==> config.mk <==
export PLATFORM = sky130hd
export DESIGN_NAME = symbol_bit_packer_top_flat
export DESIGN_NICKNAME = d
export VERILOG_FILES = /design/src/hw/rtl/sbp_pkg.sv /design/src/hw/rtl/sbp_sym_if.sv /design/src/hw/rtl/sbp_byte_if.sv /design/src/hw/rtl/sbp_pack_core.sv /design/src/hw/rtl/sbp_out_fifo.sv /design/src/hw/rtl/symbol_bit_packer_top.sv /design/src/flat_wrapper.sv
export SDC_FILE = /design/constraint.sdc
export NUM_CORES = 1
export LEC_CHECK = 0
export BUFFER_PORTS_ARGS = -buffer_cell sky130_fd_sc_hd__buf_2
export CORE_MARGIN = 3
export CORE_UTILIZATION = 40
export DETAILED_ROUTE_END_ITERATION = 7
export GPL_TIMING_DRIVEN = 0
export SLEW_MARGIN = 30
export SYNTH_ARGS = -nofsm -noshare
export SYNTH_HDL_FRONTEND = slang
export SYNTH_SLANG_ARGS = --single-unit
==> constraint.sdc <==
create_clock -name clk -period 4.9 [get_ports clk]
set_clock_uncertainty 0.05 [all_clocks]
set_input_delay 0.245 -clock clk [delete_from_list [all_inputs] [get_ports clk]]
set_output_delay 0.245 -clock clk [all_outputs]
set_load 0.02 [all_outputs]
==> src/hw/rtl/sbp_pkg.sv <==
package sbp_pkg;

  localparam int BYTE_W     = 8;
  localparam int SYM_W      = 8;
  localparam int CFG_W      = 4;
  localparam int FILL_W     = 3;
  localparam int PAD_W      = 3;
  localparam int FIFO_DEPTH = 4;

  localparam logic [CFG_W-1:0] SYM_BITS_RESET = 4'd5;
  localparam logic [CFG_W-1:0] SYM_BITS_MAX   = 4'd8;

  typedef struct packed {
    logic [BYTE_W-1:0] packed_byte;
    logic              byte_last;
    logic [PAD_W-1:0]  pad_bits;
  } byte_item_t;

  // Up to two bytes leave the packer per symbol; push1 is only set with push0.
  typedef struct packed {
    logic       push0;
    logic       push1;
    byte_item_t item0;
    byte_item_t item1;
  } push_t;

endpackage

==> src/hw/rtl/sbp_sym_if.sv <==
interface sbp_sym_if;
  logic                     valid;
  logic                     ready;
  logic [sbp_pkg::SYM_W-1:0] symbol;
  logic                     last_symbol;

  modport source (output valid, output symbol, output last_symbol, input ready);
  modport sink   (input valid, input symbol, input last_symbol, output ready);
endinterface

==> src/hw/rtl/sbp_byte_if.sv <==
interface sbp_byte_if;
  logic                      valid;
  logic                      ready;
  logic [sbp_pkg::BYTE_W-1:0] packed_byte;
  logic                      byte_last;
  logic [sbp_pkg::PAD_W-1:0]  pad_bits;

  modport source (output valid, output packed_byte, output byte_last, output pad_bits,
                  input ready);
  modport sink   (input valid, input packed_byte, input byte_last, input pad_bits,
                  output ready);
endinterface

==> src/hw/rtl/sbp_pack_core.sv <==
module sbp_pack_core (
  input  logic                       clk,
  input  logic                       rst_n,
  sbp_sym_if.sink                    in_ch,
  input  logic                       cfg_we,
  input  logic [sbp_pkg::CFG_W-1:0]  cfg_wdata,
  input  logic                       room,
  output sbp_pkg::push_t             push
);

  logic [sbp_pkg::CFG_W-1:0]  sym_bits_r;
  logic [sbp_pkg::SYM_W-1:0]  sym_r;
  logic                       last_r;
  logic                       vld_r;
  logic [sbp_pkg::BYTE_W-1:0] part_r, part_nxt;
  logic [sbp_pkg::FILL_W-1:0] fill_r, fill_nxt;

  logic                       fire;
  logic [sbp_pkg::CFG_W-1:0]  n_w;
  logic [sbp_pkg::BYTE_W-1:0] mask;
  logic [sbp_pkg::BYTE_W-1:0] masked;
  logic [3:0]                 total;
  logic [4:0]                 shamt;
  logic [15:0]                win;
  logic [sbp_pkg::BYTE_W-1:0] part_a;
  logic [sbp_pkg::FILL_W-1:0] fill_a;

  assign fire        = vld_r && room;
  assign in_ch.ready = !vld_r || room;

  always_ff @(posedge clk) begin
    if (!rst_n) begin
      sym_bits_r <= sbp_pkg::SYM_BITS_RESET;
    end else if (cfg_we) begin
      sym_bits_r <= cfg_wdata;
    end
  end

  always_ff @(posedge clk) begin
    if (!rst_n) begin
      vld_r <= 1'b0;
    end else if (in_ch.valid && in_ch.ready) begin
      vld_r <= 1'b1;
    end else if (fire) begin
      vld_r <= 1'b0;
    end
  end

  always_ff @(posedge clk) begin
    if (in_ch.valid && in_ch.ready) begin
      sym_r  <= in_ch.symbol;
      last_r <= in_ch.last_symbol;
    end
  end

  always_ff @(posedge clk) begin
    if (!rst_n) begin
      part_r <= '0;
      fill_r <= '0;
    end else if (fire) begin
      part_r <= part_nxt;
      fill_r <= fill_nxt;
    end
  end

  // Window: current byte in [15:8], overflow into [7:0].
  always_comb begin
    n_w    = (sym_bits_r > sbp_pkg::SYM_BITS_MAX) ? sbp_pkg::SYM_BITS_MAX : sym_bits_r;
    mask   = 8'hFF >> (4'd8 - n_w);
    masked = sym_r & mask;
    total  = {1'b0, fill_r} + n_w;
    shamt  = 5'd16 - {1'b0, total};
    win    = {part_r, 8'h00} | ({8'h00, masked} << shamt);
  end

  always_comb begin
    push   = '0;
    part_a = part_r;
    fill_a = fill_r;
    if (n_w != '0) begin
      if (total >= 4'd8) begin
        push.push0             = fire;
        push.item0.packed_byte = win[15:8];
        part_a                 = win[7:0];
        fill_a                 = total[sbp_pkg::FILL_W-1:0];
      end else begin
        part_a = win[15:8];
        fill_a = total[sbp_pkg::FILL_W-1:0];
      end
    end
    part_nxt = part_a;
    fill_nxt = fill_a;
    if (last_r) begin
      if (fill_a != '0) begin
        // flush the padded partial byte behind any full byte
        if (push.push0) begin
          push.push1             = fire;
          push.item1.packed_byte = part_a;
          push.item1.byte_last   = 1'b1;
          push.item1.pad_bits    = sbp_pkg::PAD_W'(4'd8 - {1'b0, fill_a});
        end else begin
          push.push0             = fire;
          push.item0.packed_byte = part_a;
          push.item0.byte_last   = 1'b1;
          push.item0.pad_bits    = sbp_pkg::PAD_W'(4'd8 - {1'b0, fill_a});
        end
      end else if (push.push0) begin
        push.item0.byte_last = 1'b1;
      end
      part_nxt = '0;
      fill_nxt = '0;
    end
  end

endmodule

==> src/hw/rtl/sbp_out_fifo.sv <==
module sbp_out_fifo #(
  parameter int DEPTH = sbp_pkg::FIFO_DEPTH
) (
  input  logic           clk,
  input  logic           rst_n,
  input  sbp_pkg::push_t push,
  output logic           room,
  sbp_byte_if.source     out_ch
);

  localparam int PW = (DEPTH > 1) ? $clog2(DEPTH) : 1;
  localparam int CW = $clog2(DEPTH + 1);

  sbp_pkg::byte_item_t mem_r [DEPTH];
  logic [PW-1:0] wr_ptr_r, wr_ptr_nxt, wr_ptr_1;
  logic [PW-1:0] rd_ptr_r;
  logic [CW-1:0] cnt_r;
  logic          pop;
  logic [CW-1:0] n_push;

  function automatic logic [PW-1:0] ptr_inc(input logic [PW-1:0] p);
    ptr_inc = (p == PW'(DEPTH - 1)) ? '0 : p + 1'b1;
  endfunction

  assign pop      = (cnt_r != '0) && out_ch.ready;
  assign n_push   = CW'(push.push0) + CW'(push.push1);
  assign wr_ptr_1 = ptr_inc(wr_ptr_r);
  assign room     = cnt_r <= CW'(DEPTH - 2);

  always_comb begin
    wr_ptr_nxt = wr_ptr_r;
    if (push.push1) begin
      wr_ptr_nxt = ptr_inc(wr_ptr_1);
    end else if (push.push0) begin
      wr_ptr_nxt = wr_ptr_1;
    end
  end

  always_ff @(posedge clk) begin
    if (push.push0) begin
      mem_r[wr_ptr_r] <= push.item0;
    end
    if (push.push1) begin
      mem_r[wr_ptr_1] <= push.item1;
    end
  end

  always_ff @(posedge clk) begin
    if (!rst_n) begin
      wr_ptr_r <= '0;
      rd_ptr_r <= '0;
      cnt_r    <= '0;
    end else begin
      wr_ptr_r <= wr_ptr_nxt;
      if (pop) begin
        rd_ptr_r <= ptr_inc(rd_ptr_r);
      end
      cnt_r <= cnt_r + n_push - CW'(pop);
    end
  end

  assign out_ch.valid       = cnt_r != '0;
  assign out_ch.packed_byte = mem_r[rd_ptr_r].packed_byte;
  assign out_ch.byte_last   = mem_r[rd_ptr_r].byte_last;
  assign out_ch.pad_bits    = mem_r[rd_ptr_r].pad_bits;

endmodule

==> src/hw/rtl/symbol_bit_packer_top.sv <==
// Flow: an accepted symbol waits in the input register until the queue has room, then
//   writes its bytes there; the head byte is offered as soon as the queue holds it.
// Throughput: one symbol per cycle while the receiver keeps up; hold the symbol in the
//   input register whenever the queue has fewer than two free slots (depth 4 by default).
// Reset: synchronous, active low; clears the partial byte, fill count and queue,
//   and sets symbol_bits to 5.
module symbol_bit_packer_top #(
  parameter int FIFO_DEPTH = sbp_pkg::FIFO_DEPTH
) (
  input  logic                      clk,
  input  logic                      rst_n,
  sbp_sym_if.sink                   in_ch,
  sbp_byte_if.source                out_ch,
  input  logic                      cfg_we,
  input  logic [sbp_pkg::CFG_W-1:0] cfg_wdata
);

  // Push bundle from the packer into the queue, and the queue's room flag
  // (space for two bytes) that lets the packer consume its held item.
  sbp_pkg::push_t push;
  logic           room;

  // Hold the symbol in the input register, merge it into the partial byte,
  // and hand up to two finished bytes to the queue in the same cycle.
  sbp_pack_core u_core (
    .clk       (clk),
    .rst_n     (rst_n),
    .in_ch     (in_ch),
    .cfg_we    (cfg_we),
    .cfg_wdata (cfg_wdata),
    .room      (room),
    .push      (push)
  );

  // Queue the bytes; the head drives the output channel directly, so a
  // stalled byte never blocks a new symbol while room remains.
  sbp_out_fifo #(
    .DEPTH (FIFO_DEPTH)
  ) u_fifo (
    .clk    (clk),
    .rst_n  (rst_n),
    .push   (push),
    .room   (room),
    .out_ch (out_ch)
  );

endmodule

==> src/flat_wrapper.sv <==
// flat-port wrapper written by rule: the top's interface ports become plain ports
module symbol_bit_packer_top_flat 
#(
  parameter int FIFO_DEPTH = sbp_pkg::FIFO_DEPTH
)
  (clk, rst_n, cfg_we, cfg_wdata, in_ch_valid, in_ch_symbol, in_ch_last_symbol, in_ch_ready, out_ch_valid, out_ch_packed_byte, out_ch_byte_last, out_ch_pad_bits, out_ch_ready);
  sbp_sym_if in_ch_i ();
  sbp_byte_if out_ch_i ();
  input  logic clk;
  input  logic rst_n;
  input  logic cfg_we;
  input  logic [sbp_pkg::CFG_W-1:0] cfg_wdata;
  input wire logic [$bits(in_ch_i.valid)-1:0] in_ch_valid;
  input wire logic [$bits(in_ch_i.symbol)-1:0] in_ch_symbol;
  input wire logic [$bits(in_ch_i.last_symbol)-1:0] in_ch_last_symbol;
  output wire logic [$bits(in_ch_i.ready)-1:0] in_ch_ready;
  output wire logic [$bits(out_ch_i.valid)-1:0] out_ch_valid;
  output wire logic [$bits(out_ch_i.packed_byte)-1:0] out_ch_packed_byte;
  output wire logic [$bits(out_ch_i.byte_last)-1:0] out_ch_byte_last;
  output wire logic [$bits(out_ch_i.pad_bits)-1:0] out_ch_pad_bits;
  input wire logic [$bits(out_ch_i.ready)-1:0] out_ch_ready;
  assign in_ch_i.valid = in_ch_valid;
  assign in_ch_i.symbol = in_ch_symbol;
  assign in_ch_i.last_symbol = in_ch_last_symbol;
  assign in_ch_ready = in_ch_i.ready;
  assign out_ch_valid = out_ch_i.valid;
  assign out_ch_packed_byte = out_ch_i.packed_byte;
  assign out_ch_byte_last = out_ch_i.byte_last;
  assign out_ch_pad_bits = out_ch_i.pad_bits;
  assign out_ch_i.ready = out_ch_ready;
  symbol_bit_packer_top #(.FIFO_DEPTH(FIFO_DEPTH)) u_core (.clk(clk), .rst_n(rst_n), .in_ch(in_ch_i), .out_ch(out_ch_i), .cfg_we(cfg_we), .cfg_wdata(cfg_wdata));
endmodule
==> results of run 1 <==
[flip-flops by register name (all words and copies together) (netlist names), named ones only]
| register | flops |
|---|---|
| u_core.u_fifo.cnt_r | 3 |
| u_core.u_core.fill_r | 3 |
| u_core.u_core.sym_bits_r | 4 |
| u_core.u_fifo.wr_ptr_r | 2 |
| u_core.u_fifo.mem_r | 48 |
| u_core.u_core.sym_r | 8 |
| u_core.u_core.part_r | 8 |
| u_core.u_fifo.rd_ptr_r | 2 |
| u_core.u_core.vld_r | 1 |
| u_core.u_core.last_r | 1 |
[layout make-up]
type                       instances  share of cell area
multi-input combinational        386               0.472
sequential                        82               0.378
clock buffer                      11              0.0397
tap                              168              0.0359
timing repair buffer              31              0.0269
buffer                            26              0.0216
inverter                          25              0.0160
clock inverter                     5              0.0107
[metrics by stage]
stage          TNS, ns  std cells  area [µm²]  setup WS [ns]
5_1_grt              0        734        5860        0.00144
2_1_floorplan        0        521        5160         0.0118
6_report             0        734        5860          0.337
3_5_place_dp    -14.66        719        5520         -0.756
3_3_place_gp     -8.76        719        5520         -0.632
4_1_cts              0        733        5830         0.0957
[final timing paths]
check | from | end | slack (ns) | depth (start not counted)
worst min-delay path | in_ch_symbol[7] | u_core.u_core.sym_r[7] | 0.02 | 1
worst max-delay path | u_core.u_core.sym_bits_r[3] | u_core.u_fifo.cnt_r[2] | 0.34 | 20
worst min register to register | u_core.u_core.part_r[6] | u_core.u_core.part_r[6] | 0.44 | 2
worst max register to register | u_core.u_core.sym_bits_r[3] | u_core.u_fifo.cnt_r[2] | 0.34 | 20
[where the power goes]
group | total [µW] | switching [µW] | internal [µW]
combinational | 1020 | 640 | 380
clock | 689 | 291 | 398
sequential | 873 | 39.5 | 834
[cell usage in the layout (no fill, tap or decap), types with 12 or more instances in the layout]
cell | synthesis | routed
edfxtp_1 | 57 | 57
nand3_1 | 12 | 12
o21ai_0 | 19 | 19
nor2_1 | 43 | 43
buf_2 | 7 | 36
o22ai_1 | 30 | 30
a21oi_1 | 28 | 27
dfxtp_1 | 25 | 25
mux4_2 | 14 | 14
clkbuf_1 | 16 | 15
ha_1 | 20 | 19
nand2_1 | 58 | 58
inv_1 | 23 | 23
nor2b_1 | 17 | 17
[layer usage]
layer	wire, µm	vias to the layer above	track usage
met2	6770	169	0.342
met4	282	0	0.0723
met1	5860	2078	0.245
li1	-	2060	-
met5	0	-	0
met3	849	23	0.0386
[critical path, cell delays in order, from the launching register on]
cell and delay, ns:
dfxtp_1 0.30, buf_2 0.21, inv_1 0.14, nand2_1 0.21, ha_2 0.32, or3b_4 0.49
nand2_1 0.10, o21ai_0 0.12, ha_1 0.23, ha_1 0.21, inv_1 0.08, nand2_1 0.10
nor4_4 0.24, buf_4 0.22, inv_1 0.06, ha_1 0.27, inv_1 0.05, fa_1 0.41
fa_1 0.39, xnor2_1 0.13, and2_1 0.14
[kinds of logic (layout without fill, tap and decap cells)]
kind of cell	count (synthesis)	count (layout)	share of synthesized area
adders and majority gates	23	23	0.0602
and+or+nand+nor	180	180	0.172
DFF	82	82	0.429
AOI/OAI and AO/OA	156	156	0.207
xor gates and xnor gates	7	7	0.0160
muxes	20	20	0.0728
buffers and inverters	53	98	0.0432
[what timing repair did]
item                       4_1_cts  5_1_grt
pin swaps                        1        1
setup buffers                    0        1
resized for setup                4        4
setup endpoints to repair       54       17
==> metrics.md, run 1 <==
| Metric | Value |
|---|---|
| Hold Crit Class | primary input to flop |
| Global-route wire length before repair | 22.1 mm |
| Number of global-route vias before repair | between 4000 and 5000 |
| Detailed placer's ending HPWL | about 10 mm |
| Normalized max-slew margin | 0.286 |
| Total congestion overflow | 0 |
| #FFs+latches synth | 82 |
| Placer Congestion | about 0.92 |
| Type of the worst setup path | flop to flop |
| Post-Route Hold Slack | roughly 0.021 ns |
| Antenna Violating Nets Remaining | 0 |
| Detailed Route WL | between 10 and 15 mm |
| Cts-stage hold buffer count | 0 |
| Final standard cell utilization of the core | 0.476 |
| Syn. warnings | 0 |
| Total power per unit cell area | around 440 nW/µm² |
| TritonCTS clock tree | yes |
| Final setup violation count | 0 |
| Synthesized area divided by synthesized cell count | 9.90 µm² |
| Share of cells above drive strength 1 | 0.168 |
| Unrepaired setup endpoints after global routing | no |
| Floorplan die width | 120 µm |
| Wire per inst | roughly 19 µm |
| Storage element area | 2210 µm² |
| Boundary pin count | 32 |
| Total of fill cells in the finished design | 1183 |
| DR DRC count | 0 |
| Worst Max-Slew Pin Slew | roughly 1.0 ns |
| Run status | completed |
| EDFF count, synth | 57 |
| Yosys top cell area share | 0.332 |
| Clk_lat worst skew | roughly 0.34 ns |
| Peak supply drop | between 0.2 and 0.25 mV |
| Dominant cell by count in the synthesized netlist | nand2_1 |
| Pins Over Slew Limit | 0 |
| Antenna violations before repair | 0 |
| Cell Area, Synth | approximately 5200 µm² |
| Final net count | roughly 600 |
| Deepest level of the CTS H-tree | 3 |
| Core Box Area | between 10000 and 15000 µm² |
| Number of rows created at floorplan | 40 |
| Iter 0 DRT Violations | roughly 400 |
| PortBufs | 30 |
| Number of iterations in the first detailed-routing pass | 7 |
| Leading register cell type out of synthesis | edfxtp_1 |
| Synth area leader | edfxtp_1 |
| Share of synthesized area occupied by flip-flops and latches | 0.429 |
| Data required time of the worst path | slightly above 5 ns |
| Overall track demand over capacity in global routing | 0.198 |
| Multi-input gate area | 2760 µm² |
| Number of distinct library cells after synthesis | a little under 70 |
| Vert. Die Dim | between 100 and 150 µm |
| Final total power | between 2000 and 3000 µW |
| Die area | ~14000 µm² |
| CTS Sinks | between 80 and 90 |
| Critical path arrival | 4.75 ns |
| Growth of design area from synthesis to finish | 13.6% |
| Leading cell types by count after synthesis | 58 x nand2_1, 57 x edfxtp_1, 43 x nor2_1 |
| Deepest clock path buffer count | 2 |
| Kind of end point of the critical path | flop |
| Effective utilization at floorplan | 0.419 |
| Highest clock frequency the design can meet | approximately 0.22 GHz |
| Vias | 4330 |
| Maximum number of pins on one net before global-route repair | 15 |
| Worst-path clk slew | about 0.060 ns |
| Number of antenna cells inserted | 0 |
| Max cap viols | 0 |
| Tmin final | ~4.6 ns |
| Async set or reset register ratio after synthesis | 0 |
| Fin. Hold Viols | 0 |
| Number of clock buffers inserted by TritonCTS | 9 |
| Leading cell types by total area after synthesis | edfxtp_1 33%, dfxtp_1 9.7%, mux4_2 6.1% |
| Leak pwr | ~0.0022 µW |
| Highest net fanout along the worst path | 12 |
| Root buffer cell | clkbuf_16 |
| Final Cycle Share | 0.931 |
| Critical path startpoint category | flop |
| Count of mapped cells out of synthesis | 521 |
| Post-synth net total | approximately 560 |
| Via-to-Cell Ratio | ~5.9 |
Power figures use the tool's default switching activity.
==> run 2: changes to the inputs <==
--- a/config.mk
+++ b/config.mk
@@ -10,6 +10,7 @@
 export CORE_UTILIZATION = 40
 export DETAILED_ROUTE_END_ITERATION = 7
 export GPL_TIMING_DRIVEN = 0
+export RECOVER_POWER = 50
 export SLEW_MARGIN = 30
 export SYNTH_ARGS = -nofsm -noshare
 export SYNTH_HDL_FRONTEND = slang
==> run 2 against run 1 <==
Clock-buffer cell count stayed put; highest routed layer unchanged; via count is 0.51% lower; sequential share of layout area up 0.29 points; flip-flop and latch count did not move.
==> metrics.md, run 2 (synthesis results as in run 1) <==
| Metric | Value |
|---|---|
| CTS Sinks | 82 (unchanged) |
| Final setup violation count | 0 (unchanged) |
| Final total power | 2560 µW (was 2580 µW) |
| PortBufs | 30 (unchanged) |
| Antenna violations before repair | 0 (unchanged) |
| Global-route wire length before repair | 22.1 mm (unchanged) |
| Number of cells traversed by the worst hold path | 1 (unchanged) |
| Reg2reg start | u_core.u_core.sym_bits_r[3] (unchanged) |
| Number of rows created at floorplan | 40 (unchanged) |
| Run status | completed (unchanged) |
| Iter 0 DRT Violations | 390 (was 406) |
| Type of the worst setup path | flop to flop (unchanged) |
| Maximum number of pins on one net before global-route repair | 15 (unchanged) |
| Number of clock buffers inserted by TritonCTS | 9 (unchanged) |
| Floorplan die width | 120 µm (unchanged) |
| Detailed placer's ending HPWL | 9.98 mm (unchanged) |
| Boundary pin count | 32 (unchanged) |
| Register-to-Register Path Depth | 20 (unchanged) |
| Critical path startpoint category | flop (unchanged) |
| Number of iterations in the first detailed-routing pass | 5 (was 7) |
| Top Registers | u_core.u_fifo.mem_r: 48 flops, u_core.u_core.part_r: 8 flops, u_core.u_core.sym_r: 8 flops (unchanged) |
| Endpoint, Worst Hold | u_core.u_core.sym_r[7] (unchanged) |
| Vert. Die Dim | 120 µm (unchanged) |
| Total of fill cells in the finished design | 1202 (was 1183) |
| Total congestion overflow | 0 (unchanged) |
| Tmin final | 4.54 ns (was 4.56 ns) |
| Number of antenna cells inserted | 0 (unchanged) |
| Pins Over Slew Limit | 0 (unchanged) |
| Root buffer cell | clkbuf_16 (unchanged) |
| Commonest non-fill, non-tap cell in the layout | nand2_1 (unchanged) |
| Leading cell types in the layout, fill and taps excluded | 58 x nand2_1, 57 x edfxtp_1, 43 x nor2_1 (unchanged) |
| Overall track demand over capacity in global routing | 0.198 (unchanged) |
| TritonCTS clock tree | yes (unchanged) |
| Leak pwr | 0.00214 µW (was 0.00219 µW) |
| Worst-path clk slew | 0.06 ns (about the same) |
| Total power per unit cell area | 440 nW/µm² (was 441 nW/µm²) |
| Max cap viols | 0 (unchanged) |
| DR DRC count | 0 (unchanged) |
| Max reg flops | 48 (unchanged) |
| Detailed Route WL | 13.8 mm (about the same) |
| Slack of the worst reg-to-reg path | 0.36 ns (was 0.34 ns) |
| Via-to-Cell Ratio | 5.87 (was 5.90) |
| Cts-stage hold buffer count | 0 (unchanged) |
| Final Cycle Share | 0.926 (was 0.931) |
| Peak supply drop | 0.214 mV (about the same) |
| Number of global-route vias before repair | 4192 (unchanged) |
| Data required time of the worst path | 5.09 ns (about the same) |
| Post-route setup TNS | 0 ns (unchanged) |
| Deepest level of the CTS H-tree | 3 (unchanged) |
| Startpoint of the tightest hold check path | in_ch_symbol[7] (unchanged) |
| Fin. Hold Viols | 0 (unchanged) |
| Crit Reg-Reg Endpoint | u_core.u_fifo.cnt_r[2] (unchanged) |
| Normalized max-slew margin | 0.255 (was 0.286) |
| Vias | 4308 (was 4330) |
| Antenna Violating Nets Remaining | 0 (unchanged) |
| Worst Max-Slew Pin Slew | 1.09 ns (was 1.04 ns) |
| Highest clock frequency the design can meet | 0.220 GHz (was 0.219 GHz) |
| Die area | 14300 µm² (unchanged) |
| Deepest clock path buffer count | 2 (unchanged) |
| Kind of end point of the critical path | flop (unchanged) |
| Placer Congestion | 0.919 (unchanged) |
| Clk_lat worst skew | 0.34 ns (about the same) |
| Wire per inst | 18.7 µm (about the same) |
| Effective utilization at floorplan | 0.419 (unchanged) |
| Growth of design area from synthesis to finish | 12.7% (was 13.6%) |
| Final standard cell utilization of the core | 0.472 (was 0.476) |
| Final net count | 602 (unchanged) |
| Share of cells above drive strength 1 | 0.131 (was 0.168) |
| Hold Crit Class | primary input to flop (unchanged) |
| Unrepaired setup endpoints after global routing | no (unchanged) |
| Register bank with the most flops | u_core.u_fifo.mem_r (unchanged) |
| Highest net fanout along the worst path | 12 (unchanged) |
| Critical path arrival | 4.73 ns (was 4.75 ns) |
| Core Box Area | 12300 µm² (unchanged) |
[run 2: cell types whose count changed in the layout (fill, tap and decap cells not counted), sizes merged]
| cell | delta |
|---|---|
| buf | -15 |
| clkbuf | +15 |
[run 2: how the worst max path moves through the flow]
stage                                start                        end  slack (ns)  cells past startpoint
3_3_place_gp   u_core.u_core.sym_bits_r[3]     u_core.u_fifo.cnt_r[2]       -0.63                     22
5_1_grt        u_core.u_core.sym_bits_r[3]  u_core.u_fifo.mem_r[3][4]       0.006                     17
3_5_place_dp   u_core.u_core.sym_bits_r[3]     u_core.u_fifo.cnt_r[2]       -0.76                     22
4_1_cts        u_core.u_core.sym_bits_r[3]     u_core.u_fifo.cnt_r[2]         0.1                     19
6_report       u_core.u_core.sym_bits_r[3]     u_core.u_fifo.cnt_r[2]        0.36                     20
2_1_floorplan  u_core.u_core.sym_bits_r[3]     u_core.u_fifo.cnt_r[2]        0.01                     22
[run 2: repair_timing]
item | 4_1_cts | 5_1_grt
pin swaps | 1 | 1
buffers inserted | 0 | 1
resized for setup | 4 | 4
cloned | 0 | 0
endpoints found under the setup margin | 54 | 17
hold endpoints to repair | 0 | 0
[run 2: layout make-up]
| class | count | area, µm² | area share |
|---|---|---|---|
| timing repair buffer | 31 | 136 | 0.0235 |
| sequential | 82 | 2210 | 0.380 |
| inverter | 25 | 93.8 | 0.0161 |
| clock buffer | 11 | 233 | 0.0400 |
| clock inverter | 5 | 62.6 | 0.0108 |
| buffer | 26 | 125 | 0.0215 |
| tap | 168 | 210 | 0.0362 |
| multi-input combinational | 386 | 2740 | 0.471 |
[run 2: per-layer routing]
layer	track usage	up-vias	part of all wire
met5	0	-	0
met4	0.0723	0	0.025
met3	0.0386	27	0.058
met2	0.342	166	0.49
met1	0.245	2058	0.43
li1	-	2057	-
[run 2: through the flow]
stage	std cells	worst slack, ns	instance area [µm²]	hold WS, ns
3_3_place_gp	719	-0.632	5520	0.372
2_1_floorplan	521	0.0118	5160	0.294
4_1_cts	733	0.0957	5830	0.0118
6_report	734	0.362	5810	0.0210
3_5_place_dp	719	-0.756	5520	0.373
5_1_grt	734	0.00641	5810	0.0160
[run 2: report_power, final]
part / internal, µW / switching (µW) / total (µW)
combinational: 365 / 636 / 1000
clock: 398 / 287 / 686
sequential: 834 / 39.0 / 873
[run 2: worst max-delay path: stages (launching register included)]
cell and delay [ns]:
dfxtp_1 0.30, buf_2 0.21, inv_1 0.14, nand2_1 0.21, ha_2 0.31, or3b_4 0.49
nand2_1 0.10, o21ai_0 0.12, ha_1 0.23, ha_1 0.21, inv_1 0.08, nand2_1 0.10
nor4_4 0.23, buf_4 0.21, inv_1 0.05, ha_1 0.26, inv_1 0.05, fa_1 0.41
fa_1 0.39, xnor2_1 0.13, and2_1 0.14
==> run 3: changes to the inputs <==
--- a/config.mk
+++ b/config.mk
@@ -9,6 +9,7 @@
 export CORE_MARGIN = 3
 export CORE_UTILIZATION = 40
 export DETAILED_ROUTE_END_ITERATION = 7
+export GPL_ROUTABILITY_DRIVEN = 0
 export GPL_TIMING_DRIVEN = 0
 export RECOVER_POWER = 50
 export SLEW_MARGIN = 30
==> constraint.sdc (replaced) <==
create_clock -name clk -period 5.8 [get_ports clk]
set_clock_uncertainty 0.05 [all_clocks]
set_input_delay 0.58 -clock clk [delete_from_list [all_inputs] [get_ports clk]]
set_output_delay 0.58 -clock clk [all_outputs]
set_load 0.02 [all_outputs]
==> run 3 against run 2 <==
The flow now finishes with violations (max-capacitance violations, max-slew violations); register-to-register slack improved by 0.11 ns; final area fell by 0.54%; worst setup slack improved by 0.11 ns; clock-buffer cell count did not move; maximum frequency fell by 15%; die area did not move; routed wire length rose by 0.33%; sequential power fell by 16%; via count rose by 0.56%; sequential share of layout area rose by 0.21 points; combinational power fell by 16%; critical endpoint unchanged; largest cell class unchanged; largest power group unchanged; highest routed layer unchanged.
==> metrics.md, run 3 (synthesis results as in run 1) <==
| Metric | Value |
|---|---|
| Final standard cell utilization of the core | 0.470 (was 0.472) |
| Deepest clock path buffer count | 2 (unchanged) |
| Share of cells above drive strength 1 | 0.120 (was 0.131) |
| Normalized max-slew margin | -0.0883 (was 0.255) |
| Kind of end point of the critical path | flop (unchanged) |
| Slack of the worst reg-to-reg path | 0.47 ns (was 0.36 ns) |
| Final net count | 603 (was 602) |
| Register bank with the most flops | u_core.u_fifo.mem_r (unchanged) |
| Max reg flops | 48 (unchanged) |
| Number of iterations in the first detailed-routing pass | 5 (unchanged) |
| Violated checks | max-capacitance violations, max-slew violations |
| PortBufs | 30 (unchanged) |
| Run status | complete, but fails checks (was completed) |
| Maximum number of pins on one net before global-route repair | 15 (unchanged) |
| Floorplan die width | 120 µm (unchanged) |
| Global-route wire length before repair | 21.9 mm (was 22.1 mm) |
| Crit Reg-Reg Endpoint | u_core.u_fifo.cnt_r[2] (unchanged) |
| Vert. Die Dim | 120 µm (unchanged) |
| Cts-stage hold buffer count | 0 (unchanged) |
| Leak pwr | 0.00213 µW (was 0.00214 µW) |
| Vias | 4332 (was 4308) |
| Total non-filler cell area in the finished layout | 5780 µm² (was 5810 µm²) |
| Critical path arrival | 5.52 ns (was 4.73 ns) |
| DR DRC count | 0 (unchanged) |
| Clk_lat worst skew | 0.35 ns (was 0.34 ns) |
| Core Box Area | 12300 µm² (unchanged) |
| Hold Crit Class | primary input to flop (unchanged) |
| Fin. Hold Viols | 0 (unchanged) |
| Number of antenna cells inserted | 0 (unchanged) |
| Final Cycle Share | 0.918 (was 0.926) |
| Endpoint, Worst Hold | u_core.u_core.sym_r[7] (unchanged) |
| Antenna Violating Nets Remaining | 0 (unchanged) |
| Iter 0 DRT Violations | 400 (was 390) |
| Pins Over Slew Limit | 21 (was 0) |
| Final setup violation count | 0 (unchanged) |
| Wire per inst | 18.8 µm (was 18.7 µm) |
| Tmin final | 5.33 ns (was 4.54 ns) |
| Post-route setup TNS | 0 ns (unchanged) |
| TritonCTS clock tree | yes (unchanged) |
| Highest cell delay on the worst timing path | 0.55 ns (was 0.49 ns) |
| Effective utilization at floorplan | 0.419 (unchanged) |
| Highest net fanout along the worst path | 10 (was 12) |
| Buffer count from post-CTS setup fixing | 0 (unchanged) |
| Reg2reg start | u_core.u_core.sym_bits_r[3] (unchanged) |
| Commonest non-fill, non-tap cell in the layout | nand2_1 (unchanged) |
| Root buffer cell | clkbuf_16 (unchanged) |
| Max cap viols | 2 (was 0) |
| Deepest level of the CTS H-tree | 3 (unchanged) |
| Ordered cell list for the critical path | buf_2 -> inv_1 -> nand2_1 -> ha_1 -> clkbuf_1 -> or3b_2 -> clkbuf_1 -> nand2_1 -> o21ai_0 -> ha_1 -> ha_1 -> inv_1 -> nand2_1 -> nor4_2 -> buf_2 -> inv_1 -> ha_1 -> inv_1 -> fa_1 -> fa_1 -> xnor2_1 -> and2_1 (was buf_2 -> inv_1 -> nand2_1 -> ha_2 -> or3b_4 -> nand2_1 -> o21ai_0 -> ha_1 -> ha_1 -> inv_1 -> nand2_1 -> nor4_4 -> buf_4 -> inv_1 -> ha_1 -> inv_1 -> fa_1 -> fa_1 -> xnor2_1 -> and2_1) |
| Kind of cell adding the most delay to the critical path | adder cells (unchanged) |
| Overall track demand over capacity in global routing | 0.196 (was 0.198) |
| Leading cell types in the layout, fill and taps excluded | 58 x nand2_1, 57 x edfxtp_1, 43 x nor2_1 (unchanged) |
| Critical path startpoint category | flop (unchanged) |
| Register-to-Register Path Depth | 22 (was 20) |
| Growth of design area from synthesis to finish | 12.1% (was 12.7%) |
| Number of rows created at floorplan | 40 (unchanged) |
| Unrepaired setup endpoints after global routing | no (unchanged) |
| PostCTS Resize Cnt | 0 (was 4) |
| Highest clock frequency the design can meet | 0.188 GHz (was 0.220 GHz) |
| Number of global-route vias before repair | 4191 (was 4192) |
| Peak supply drop | 0.180 mV (was 0.214 mV) |
| Post-Route Hold Slack | 0.362 ns (was 0.0210 ns) |
| Worst Max-Slew Pin Slew | 1.62 ns (was 1.09 ns) |
| Total power per unit cell area | 373 nW/µm² (was 440 nW/µm²) |
| Startpoint of the tightest hold check path | in_ch_symbol[7] (unchanged) |
| Via-to-Cell Ratio | 5.89 (was 5.87) |
| Cell area after placement | 5520 µm² (unchanged) |
| Top Registers | u_core.u_fifo.mem_r: 48 flops, u_core.u_core.part_r: 8 flops, u_core.u_core.sym_r: 8 flops (unchanged) |
| Type of the worst setup path | flop to flop (unchanged) |
| Data required time of the worst path | 5.99 ns (was 5.09 ns) |
| Antenna violations before repair | 0 (unchanged) |
| Number of cells traversed by the worst hold path | 1 (unchanged) |
| Die area | 14300 µm² (unchanged) |
| Total congestion overflow | 0 (unchanged) |
| Worst path slowest cell | or3b_2 (was or3b_4) |
| Detailed Route WL | 13.8 mm (about the same) |
| Detailed placer's ending HPWL | 10.0 mm (was 9.98 mm) |
| CTS Sinks | 82 (unchanged) |
| Boundary pin count | 32 (unchanged) |
| Number of clock buffers inserted by TritonCTS | 9 (unchanged) |
| Worst-path clk slew | 0.06 ns (about the same) |
| Crit path buffers/inverters | 8 (was 6) |
run 3: final cells by class:
type,count,area [µm²]
repair buffers,30,133
clock buffers,11,233
fillers,1221,6530
multi-input cells,386,2710
well taps,168,210
clock inverters,5,62.6
plain buffers,28,128
flip-flops and latches,82,2210
inverters,25,93.8
run 3: power breakdown:
part | switching, µW | internal, µW | leakage (µW) | total [µW]
Combinational | 536 | 307 | 0.00126 | 842
Clock | 243 | 336 | 0.000136 | 579
Sequential | 32.1 | 705 | 0.000735 | 737
run 3: worst max-delay path by stage:
| stage | endpoint | start | slack (ns) | depth (start not counted) |
|---|---|---|---|---|
| finish | u_core.u_fifo.cnt_r[2] | u_core.u_core.sym_bits_r[3] | 0.47 | 22 |
| detailed placement | u_core.u_fifo.cnt_r[2] | u_core.u_core.sym_bits_r[3] | 0.19 | 22 |
| global route | u_core.u_fifo.mem_r[3][4] | u_core.u_core.sym_bits_r[3] | 0.04 | 18 |
| global placement | u_core.u_fifo.cnt_r[2] | u_core.u_core.sym_bits_r[3] | 0.28 | 22 |
| floorplan | u_core.u_fifo.cnt_r[2] | u_core.u_core.sym_bits_r[3] | 0.91 | 22 |
| CTS | u_core.u_fifo.cnt_r[2] | u_core.u_core.sym_bits_r[3] | 0.17 | 22 |
run 3: stage by stage:
| step | power, µW | worst slack [ns] | std cells |
|---|---|---|---|
| finish | 2160 | 0.474 | 735 |
| global route | 2280 | 0.0436 | 735 |
| CTS | 2180 | 0.171 | 735 |
| detailed placement | 1600 | 0.187 | 719 |
| global placement | 1570 | 0.278 | 719 |
| floorplan | 1370 | 0.912 | 521 |
run 3: routing by layer:
metal	global-route usage	wire length, µm	up-vias
met2	0.337	6760	173
met5	0	0	-
met4	0.0709	293	0
met1	0.243	6000	2074
li1	-	-	2059
met3	0.0434	748	26
run 3: worst reg2reg max path: cells and delay by family (launching register included):
kind | cells | cell delay [ns]
and+or+nand+nor | 6 | 1.57
AOI/OAI and AO/OA | 1 | 0.12
xor gates and xnor gates | 1 | 0.13
adders and majority gates | 6 | 1.69
DFF | 1 | 0.30
buffers and inverters | 8 | 1.39
